==> src/xph_pkg.sv <==
// Shared types, constants and helpers for the XOR phase-detector PLL.
package xph_pkg;

  localparam int SAMPLE_BITS_DEF   = 12;
  localparam int OSC_FRAC_BITS_DEF = 30;

  localparam int CFG_IDX_BITS  = 4;
  localparam int CFG_DATA_BITS = 32;

  localparam logic [CFG_IDX_BITS-1:0] REG_THRESHOLD = 4'd0;
  localparam logic [CFG_IDX_BITS-1:0] REG_GAIN      = 4'd1;
  localparam logic [CFG_IDX_BITS-1:0] REG_STEP      = 4'd2;
  localparam logic [CFG_IDX_BITS-1:0] REG_COEFF     = 4'd3;

  localparam logic [11:0] THRESHOLD_RST = 12'd2047;
  localparam logic [11:0] GAIN_RST      = 12'd250;
  localparam logic [31:0] STEP_RST      = 32'd1717987;
  localparam logic [15:0] COEFF_RST     = 16'd66;

  // Divider operand width: numerators and denominators stay below 2^62
  localparam int DIV_BITS = 62;

  typedef struct packed {
    logic [11:0] threshold;
    logic [11:0] gain;
    logic [31:0] step;
    logic [15:0] coeff;
  } cfg_t;

  typedef struct packed {
    logic                start;
    logic [DIV_BITS-1:0] num;
    logic [DIV_BITS-1:0] den;
  } div_req_t;

  typedef struct packed {
    logic        done;
    logic [30:0] quot;
  } div_rsp_t;

  // Clamp to the signed 32-bit range
  function automatic logic signed [31:0] sat32(input logic signed [63:0] v);
    if (v > 64'sd2147483647) begin
      return 32'sh7FFFFFFF;
    end else if (v < -64'sd2147483648) begin
      return 32'sh80000000;
    end else begin
      return v[31:0];
    end
  endfunction

endpackage

==> src/xph_div.sv <==
// Bit-serial Q.30 divider, rounded to nearest, one quotient bit per cycle.
module xph_div (
  input  logic              clk,
  input  logic              rst,
  input  xph_pkg::div_req_t req,
  output xph_pkg::div_rsp_t rsp
);
  import xph_pkg::*;

  typedef enum logic [1:0] {D_IDLE, D_PRE, D_ITER} dstate_t;

  localparam logic [30:0] ONE_Q30 = 31'h40000000;

  dstate_t             state;
  logic [DIV_BITS:0]   r;
  logic [DIV_BITS-1:0] d;
  logic [31:0]         q;
  logic [4:0]          cnt;
  logic                done;
  logic [30:0]         quot;

  logic [DIV_BITS:0]   r_sub;
  logic [DIV_BITS:0]   r_sh;
  logic                sh_ge;
  logic [31:0]         q_next;
  logic [32:0]         q_rnd;

  // One restoring step
  always_comb begin
    r_sub  = r - {1'b0, d};
    r_sh   = {r[DIV_BITS-1:0], 1'b0};
    sh_ge  = (r_sh >= {1'b0, d});
    q_next = {q[30:0], sh_ge};
    q_rnd  = {1'b0, q_next} + 33'd1;
  end

  always_ff @(posedge clk) begin
    if (rst) begin
      state <= D_IDLE;
      done  <= 1'b0;
    end else begin
      case (state)
        D_IDLE: begin
          done <= 1'b0;
          if (req.start) begin
            r     <= {1'b0, req.num};
            d     <= req.den;
            state <= D_PRE;
          end
        end
        D_PRE: begin
          cnt <= '0;
          if (d == '0) begin
            quot  <= ONE_Q30;
            done  <= 1'b1;
            state <= D_IDLE;
          end else if (r >= {1'b0, d}) begin
            if (r_sub >= {1'b0, d}) begin
              quot  <= ONE_Q30;
              done  <= 1'b1;
              state <= D_IDLE;
            end else begin
              r     <= r_sub;
              q     <= 32'd1;
              done  <= 1'b0;
              state <= D_ITER;
            end
          end else begin
            q     <= 32'd0;
            done  <= 1'b0;
            state <= D_ITER;
          end
        end
        D_ITER: begin
          q    <= q_next;
          r    <= sh_ge ? (r_sh - {1'b0, d}) : r_sh;
          cnt  <= cnt + 5'd1;
          done <= (cnt == 5'd30);
          if (cnt == 5'd30) begin
            quot  <= q_rnd[31:1];
            state <= D_IDLE;
          end
        end
        default: begin
          done  <= 1'b0;
          state <= D_IDLE;
        end
      endcase
    end
  end

  assign rsp.done = done;
  assign rsp.quot = quot;

endmodule

==> src/xph_core.sv <==
// Sequencer and datapath around one shared multiplier and the divider.
module xph_core #(
  parameter int SAMPLE_BITS   = xph_pkg::SAMPLE_BITS_DEF,
  parameter int OSC_FRAC_BITS = xph_pkg::OSC_FRAC_BITS_DEF
) (
  input  logic                    clk,
  input  logic                    rst,
  input  xph_pkg::cfg_t           cfg,
  input  logic                    in_valid,
  output logic                    in_ready,
  input  logic [SAMPLE_BITS-1:0]  sample,
  output logic                    out_valid,
  input  logic                    out_ready,
  output logic signed [31:0]      sine_out,
  output logic signed [31:0]      cosine_out,
  output logic                    phase_error,
  output logic [15:0]             filtered_error
);
  import xph_pkg::*;

  typedef enum logic [4:0] {
    S_IDLE, S_FILT, S_FILT2, S_GAIN, S_WPROD, S_H, S_HH, S_DEN,
    S_D1, S_D2, S_C1, S_C2, S_C3, S_C4, S_S1, S_S2, S_S3, S_S4
  } state_t;

  localparam logic [DIV_BITS-1:0] FOUR_Q36 = DIV_BITS'(64'd1 << 38);
  localparam logic signed [31:0]  SINE_RST = 32'sd1 <<< OSC_FRAC_BITS;

  state_t               state;
  logic signed [31:0]   pc, ps;
  logic [15:0]          pf;
  logic                 ppb;
  logic                 perr;
  logic signed [17:0]   fdiff;
  logic [15:0]          filt;
  logic [30:0]          h;
  logic signed [63:0]   prod;
  logic signed [63:0]   acc;
  logic signed [31:0]   a1, a2;
  logic                 a1_neg;
  logic signed [31:0]   nc;
  div_req_t             dreq;
  div_rsp_t             drsp;

  logic signed [32:0]   mul_a, mul_b;
  logic signed [65:0]   mul_p;
  logic [15:0]          samp_x, thr_x;
  logic signed [63:0]   f_sum;
  logic [63:0]          h_sum;
  logic signed [63:0]   c_rnd, t_rnd, s_diff;
  logic [DIV_BITS-1:0]  h2;
  logic signed [31:0]   quot_s;

  xph_div u_div (.clk(clk), .rst(rst), .req(dreq), .rsp(drsp));

  // Shared multiplier operand select
  always_comb begin
    mul_a = '0;
    mul_b = '0;
    case (state)
      S_FILT: begin
        mul_a = {17'd0, cfg.coeff};
        mul_b = 33'(fdiff);
      end
      S_GAIN: begin
        mul_a = {21'd0, cfg.gain};
        mul_b = {17'd0, filt};
      end
      S_WPROD: begin
        mul_a = {5'd0, prod[27:0]};
        mul_b = {1'b0, cfg.step};
      end
      S_HH: begin
        mul_a = {2'd0, h};
        mul_b = {2'd0, h};
      end
      S_C1: begin
        mul_a = 33'(a1);
        mul_b = 33'(pc);
      end
      S_C2: begin
        mul_a = 33'(a2);
        mul_b = 33'(ps);
      end
      S_S1: begin
        mul_a = {2'd0, h};
        mul_b = 33'(pc);
      end
      S_S2: begin
        mul_a = {2'd0, h};
        mul_b = 33'(nc);
      end
      default: ;
    endcase
  end

  assign mul_p = mul_a * mul_b;

  // Rounding and helpers
  always_comb begin
    samp_x = 16'(sample);
    thr_x  = 16'(cfg.threshold);
    f_sum  = 64'(signed'({1'b0, pf})) + ((prod + 64'sd32768) >>> 16);
    h_sum  = prod + 64'd536870912;
    h2     = prod[DIV_BITS-1:0];
    c_rnd  = (acc + 64'sd536870912) >>> 30;
    t_rnd  = (acc + 64'sd262144) >>> 19;
    s_diff = 64'(ps) - t_rnd;
    quot_s = {1'b0, drsp.quot};
  end

  assign in_ready = (state == S_IDLE);

  always_ff @(posedge clk) begin
    if (rst) begin
      state      <= S_IDLE;
      out_valid  <= 1'b0;
      dreq.start <= 1'b0;
      pc         <= '0;
      ps         <= SINE_RST;
      pf         <= '0;
      ppb        <= 1'b0;
    end else begin
      prod       <= mul_p[63:0];
      // divider start: once for a1, once for a2
      dreq.start <= (state == S_DEN) || ((state == S_D1) && drsp.done);
      if (out_valid && out_ready && (state != S_S4)) begin
        out_valid <= 1'b0;
      end
      case (state)
        S_IDLE: begin
          if (in_valid) begin
            perr  <= (samp_x >= thr_x) ^ ~pc[31];
            fdiff <= (ppb ? 18'sd65536 : 18'sd0) - 18'(signed'({1'b0, pf}));
            state <= S_FILT;
          end
        end
        S_FILT:  state <= S_FILT2;
        S_FILT2: begin
          // saturate filter output to 0..65535
          if (f_sum < 0) begin
            filt <= 16'd0;
          end else if (f_sum > 64'sd65535) begin
            filt <= 16'hFFFF;
          end else begin
            filt <= f_sum[15:0];
          end
          state <= S_GAIN;
        end
        S_GAIN:  state <= S_WPROD;
        S_WPROD: state <= S_H;
        S_H: begin
          h     <= h_sum[60:30];
          state <= S_HH;
        end
        S_HH:    state <= S_DEN;
        S_DEN: begin
          dreq.den   <= FOUR_Q36 + h2;
          a1_neg     <= (h2 > FOUR_Q36);
          dreq.num   <= (h2 > FOUR_Q36) ? (h2 - FOUR_Q36) : (FOUR_Q36 - h2);
          state      <= S_D1;
        end
        S_D1: begin
          if (drsp.done) begin
            a1         <= a1_neg ? -quot_s : quot_s;
            dreq.num   <= DIV_BITS'({h, 20'd0});
            state      <= S_D2;
          end
        end
        S_D2: begin
          if (drsp.done) begin
            a2    <= quot_s;
            state <= S_C1;
          end
        end
        S_C1: state <= S_C2;
        S_C2: begin
          acc   <= prod;
          state <= S_C3;
        end
        S_C3: begin
          acc   <= acc + prod;
          state <= S_C4;
        end
        S_C4: begin
          nc    <= sat32(c_rnd);
          state <= S_S1;
        end
        S_S1: state <= S_S2;
        S_S2: begin
          acc   <= prod;
          state <= S_S3;
        end
        S_S3: begin
          acc   <= acc + prod;
          state <= S_S4;
        end
        S_S4: begin
          // hold here until the output register is free
          if (!out_valid || out_ready) begin
            sine_out       <= sat32(s_diff);
            cosine_out     <= nc;
            phase_error    <= perr;
            filtered_error <= filt;
            out_valid      <= 1'b1;
            ps             <= sat32(s_diff);
            pc             <= nc;
            pf             <= filt;
            ppb            <= perr;
            state          <= S_IDLE;
          end
        end
        default: state <= S_IDLE;
      endcase
    end
  end

endmodule

==> config.mk <==
export PLATFORM = sky130hd
export DESIGN_NAME = xph_core
export DESIGN_NICKNAME = d
export VERILOG_FILES = /design/src/xph_pkg.sv /design/src/xph_div.sv /design/src/xph_core.sv
export SDC_FILE = /design/constraint.sdc
export NUM_CORES = 2
export LEC_CHECK = 0
export BUFFER_PORTS_ARGS = -buffer_cell sky130_fd_sc_hd__buf_2
export CAP_MARGIN = 25
export CORE_ASPECT_RATIO = 0.7
export CORE_UTILIZATION = 65
export DETAILED_ROUTE_END_ITERATION = 8
export PLACE_DENSITY_LB_ADDON = 0.3
export SLEW_MARGIN = 40
export SYNTH_ARGS = -nofsm -noshare
export SYNTH_HDL_FRONTEND = slang
export SYNTH_HIERARCHICAL = 1
export SYNTH_SLANG_ARGS = --single-unit
==> constraint.sdc <==
create_clock -name clk -period 15.01 [get_ports clk]
set_clock_uncertainty 0.15 [all_clocks]
set_input_delay 3.002 -clock clk [delete_from_list [all_inputs] [get_ports clk]]
set_output_delay 3.002 -clock clk [all_outputs]
set_load 0.01 [all_outputs]
# Yosys cells after proc, flatten, opt, wreduce, memory -nomap -nowiden
# Index checks and enable logic that the tools add are counted.
# totals
ff_bits	778
input_bits	88
output_inout_bits	83
word_cells	176
# op_classes
addsub	16
n_mul	1
order_cmp	11
n_eq_ne	33
muxes	46
bitwise	3
reduce_logical	35
# op_table
cell	count
two-way mux 63 bit	5
two-way mux 31 bit	8
case mux 33 bit (7 select lines)	1
case mux 33 bit (6 select lines)	1
>= comparator 63 x 62 -> 1 bit	3
case mux 63 bit (3 select lines)	1
case mux 64 bit (2 select lines)	1
subtractor 63 x 62 -> 63 bit	2
two-way mux 62 bit	2
case mux 31 bit (2 select lines)	2
case mux 62 bit (2 select lines)	1
two-way mux 32 bit	3
case mux 5 bit (18 select lines)	1
adder 64 x 17 -> 64 bit (second input constant)	1
adder 64 x 20 -> 64 bit (second input constant)	1
adder 64 x 31 -> 64 bit (second input constant)	1
adder 64 bit	1
multiplier 33 x 33 -> 64 bit	1
adder 39 x 62 -> 62 bit (first input constant)	1
> comparator 62 x 39 -> 1 bit (second input constant)	1
zero test 62 bit	1
subtractor 39 x 62 -> 62 bit (first input constant)	1
subtractor 62 x 39 -> 62 bit (second input constant)	1
adder 61 x 30 -> 61 bit (second input constant)	1
other kinds (49)	103

# Logic depth before layout (Yosys ltp)
# logic_depth
ltp_word	6
ltp_mapped	40
depth_no_buf	37

# By module
# Netlist, hierarchy kept.
# modules_own_cells
mod	n_inst	cells_each	area_per_inst_um2	seq_area_each_um2
xph_core	1	7709	71865.2	16625.9
xph_div	1	2151	18261.3	5825.6

# Worst setup path before layout
# OpenSTA, ideal clock, no wires.
# synth_path
kind	input -> register
start	input cfg[16] in the netlist's numbering
end	register prod[63], data pin
setup_ps	259
arrival_ps	11760
t_required_ps	14601
slack_ps	2841
cell_stages	30
cell_sequence	a22oi_1 nand3_1 clkbuf_1 nand2_1 inv_1 fa_1 inv_1 fa_1 inv_1 fa_1 fa_1 fa_1 fa_1 fa_1 inv_1 fa_1 inv_1 ha_1 a21o_1 a21o_1 a21o_1 a21o_1 a21oi_1 o21ai_0 a31o_2 a41oi_1 o21ai_0 a221o_1 a21oi_1 xnor2_1
# synth_between
elab_chain_len	2
# synth_rtl
element	line_no	text
start: declaration	xph_core.sv:8	input xph_pkg::cfg_t cfg,
case mux 33 bit (7 select lines)	xph_core.sv:60	case (state)
multiplier 33 x 33 -> 64 bit	xph_core.sv:97	assign mul_p = mul_a * mul_b;
named net mul_p[63]	xph_core.sv:46	logic signed [65:0] mul_p;
end signal: assignment	xph_core.sv:124	prod <= mul_p[63:0];
end: declaration	xph_core.sv:37	logic signed [63:0] prod;
# The timed path passes the listed nets, and every way through them passes these cells.
# A chain may end at the register's enable or synchronous reset.

==> summary.md <==
| Metric | Value |
|---|---|
| Achievable clock frequency | 0.07875 GHz |
| Crit-path most repeated cell | fa_1 |
| Final #Nets | 11.55k |
| Leakage | 42.38 nW |
| Hold WC Path Type | reg2reg |
| Initial antenna violation count | 26 |
| PD cells | 67.60 nW/um^2 |
| CTS tree | built |
| Tmin final | 12.70 ns |
| Max Cap Violations | 0 |
| Row cnt | 113 |
| Grt ovf | 0 |
| Crit path required time | 15.32 ns |
| Async set-reset flop share out of synthesis | 0% |
| CTS Hold Bufs | 0 |
| Postcts setup bufs | 0 |
| Syn_area_per_cell | 9.141 sq um |
| Mapped Area | 90,130 sq um |
| Most frequent cells in the layout | nand2_1, inv_1, fa_1, nor2_1, edfxtp_1 |
| Final Cycle Share | 84.60% |
| Worst Path Buf+Inv | 8 |
| Reg clk slew, reported paths | 0.07 ns |
| Die H | 313.5 um |
| Final WS setup | 2.312 ns |
| Status | finished, final reports clean |
| H-tree depth | 3 |
| Worst relative slew slack | 33.99% |
| Die area | 140,200 sq um |
| Finished Layout Cells | 11.72k |
| Post-CTS Resized | 0 |
| Longest Clk Path Bufs | 3 |
| DRT Pass-1 Iters | 8 |
| # fillers | 10.39k |
| Drt via density | 6.756 |
| Reg2reg path depth | 34 |
| Peak supply drop | 0.09545 mV |
| DRC marker count from the first detailed-route iteration | 13.35k |
| Place WS | 2.082 ns |
| Synth-to-layout area growth | 6.472% |
| Initial Util | 65.99% |
| EDFF count, synth | 687 |
| Arr. time, crit path | 13.01 ns |
| Synth Flop Type | edfxtp_1 |
| CP max FO | 35 |
| Flop and latch count out of synthesis | 778 |
| Commonest non-fill, non-tap cell in the layout | nand2_1 |
| Largest net degree at the start of global routing | 88 |
| I/O Buffers | 170 |
| CP Launch Type | register |
| Total number of vias | 79.17k |
| Die X | 447.1 um |
| Syn Inst Count | 9,860 |
| RD Place Congestion | 1.085 |
| Number of top-level pins | 171 |
| Placed cells | 11.55k |
| Total track usage | 48.54% |
| First-pass GRT wire length | 498.2 mm |
| Total CTS buffers | 77 |
| CP max-delay cell | fa_1 |
| Hold path depth | 0 |
| Post-route ant nets | 0 |
| Final hold viol count | 0 |
| Synth Warn # | 6 |
| Delay-heaviest family, CP | adder cells |
| WS Path Type | reg2reg |
| Worst-Skew Late Latency | 0.71 ns |
| Clock sink count | 778 |
| Total negative slack | 0 ns |
| CTS Root Cell | clkbuf_16 |
| Synth cell types | 110 |
| Wirelength per Cell | 29.08 um |
| Unrepaired setup endpoints after global routing | no |
| Slew at the pin closest to its max-slew limit | 0.9901 ns |
| Vias in the first global route | 75.94k |
| Final setup fails | 0 |
| PnR Total Power | 6.487 mW |
| Final wirelength | 340.8 mm |
| Endpoint type of the worst setup path | register |
| Worst path max stage delay | 0.64 ns |
| Syn Nets | 11.61k |
| DRC | 0 |
| Core Area | 136,600 sq um |
| Layout cells sized above 1 | 6.734% |
| Critical path depth in cells | 34 |
| Final core utilization | 70.26% |
| Post-DP HPWL | 269.6 mm |
| Sequential share of the synthesized area | 24.91% |
| Slew Viols, Final | 0 |
-- cells by family after synthesis --
group | share of synthesized area [%]
AND/OR/NAND/NOR | 15.49
AO/OA/AOI/OAI | 13.46
buffers and inverters | 7.823
adder cells (fa/ha/maj) | 32.35
flip-flops | 24.91
XOR/XNOR | 5.725
multiplexers | 0.2415
-- synth_stat cells (135+ instances only) --
cell      count  area (sq um)
o21ai_0     386          1932
clkbuf_1    450          1689
nand3_1     147         735.7
a21o_1      200          1501
nand2_1    1429          5364
nand4_1     135         844.6
xor2_1      228          1997
fa_1       1110         22220
xnor2_1     356          3118
nor2_1      737          2766
a21oi_1     513          2567
inv_1      1336          5015
edfxtp_1    687         20630
ha_1        554          6932
-- sequential cells by signal (all words and copies together), names as in the netlist, 62 cells and up --
| register | cells |
|---|---|
| u_div/d | 62 |
| u_div/r | 63 |
| prod | 64 |
| dreq | 125 |
| acc | 64 |
-- final timing paths --
check / from / to / slack (ns)
worst min register to register: dreq[5] / u_div/d[5] / 0.27
worst min-delay path: dreq[5] / u_div/d[5] / 0.27
worst max register to register: state[4] / prod[60] / 2.31
worst max-delay path: state[4] / prod[60] / 2.31
-- per-stage QoR --
step | hold slack, ns | area (sq um)
after floorplan | 0.2503 | 90130
final | 0.2655 | 95960
after global placement | 0.2518 | 93040
after global routing | 0.2729 | 95930
after CTS | 0.2664 | 95760
after detailed placement | 0.2545 | 93260
-- worst register-to-register path: cells and delay by family (launching register included) --
kind,cells,cell delay [ns]
buffers and inverters,8,1.92
XOR/XNOR,1,0.10
AO/OA/AOI/OAI,9,2.74
flip-flops,1,0.54
adder cells (fa/ha/maj),9,4.82
AND/OR/NAND/NOR,7,2.20
-- routing by layer --
metal / vias up / part of all wire [%] / wire (um) / GRT usage, %
li1: 32850 / - / - / -
met1: 38290 / 38 / 129100 / 68.99
met2: 6857 / 37 / 126400 / 61.12
met3: 1145 / 19 / 64960 / 24.12
met4: 30 / 5.6 / 19140 / 20.80
met5: - / 0.37 / 1245 / 5.910
-- area by class of cell --
cell class	instances	area, sq um	area share [%]
Multi-Input combinational cell	7231	61190	63.77
Sequential cell	778	22450	23.40
Inverter	1338	5024	5.235
Timing Repair Buffer	371	2446	2.549
Tap cell	1840	2302	2.399
Clock buffer	91	2011	2.095
Clock inverter	51	489.2	0.5098
Antenna cell	18	45.04	0.04694
-- where the power goes --
part / total, mW / leakage, nW / internal (mW) / switching, mW
registers: 2.54 / 7.01 / 2.42 / 0.118
logic: 1.94 / 34.2 / 0.635 / 1.30
clock network: 2.01 / 1.19 / 1.05 / 0.961
Power figures use the tool's default switching activity.
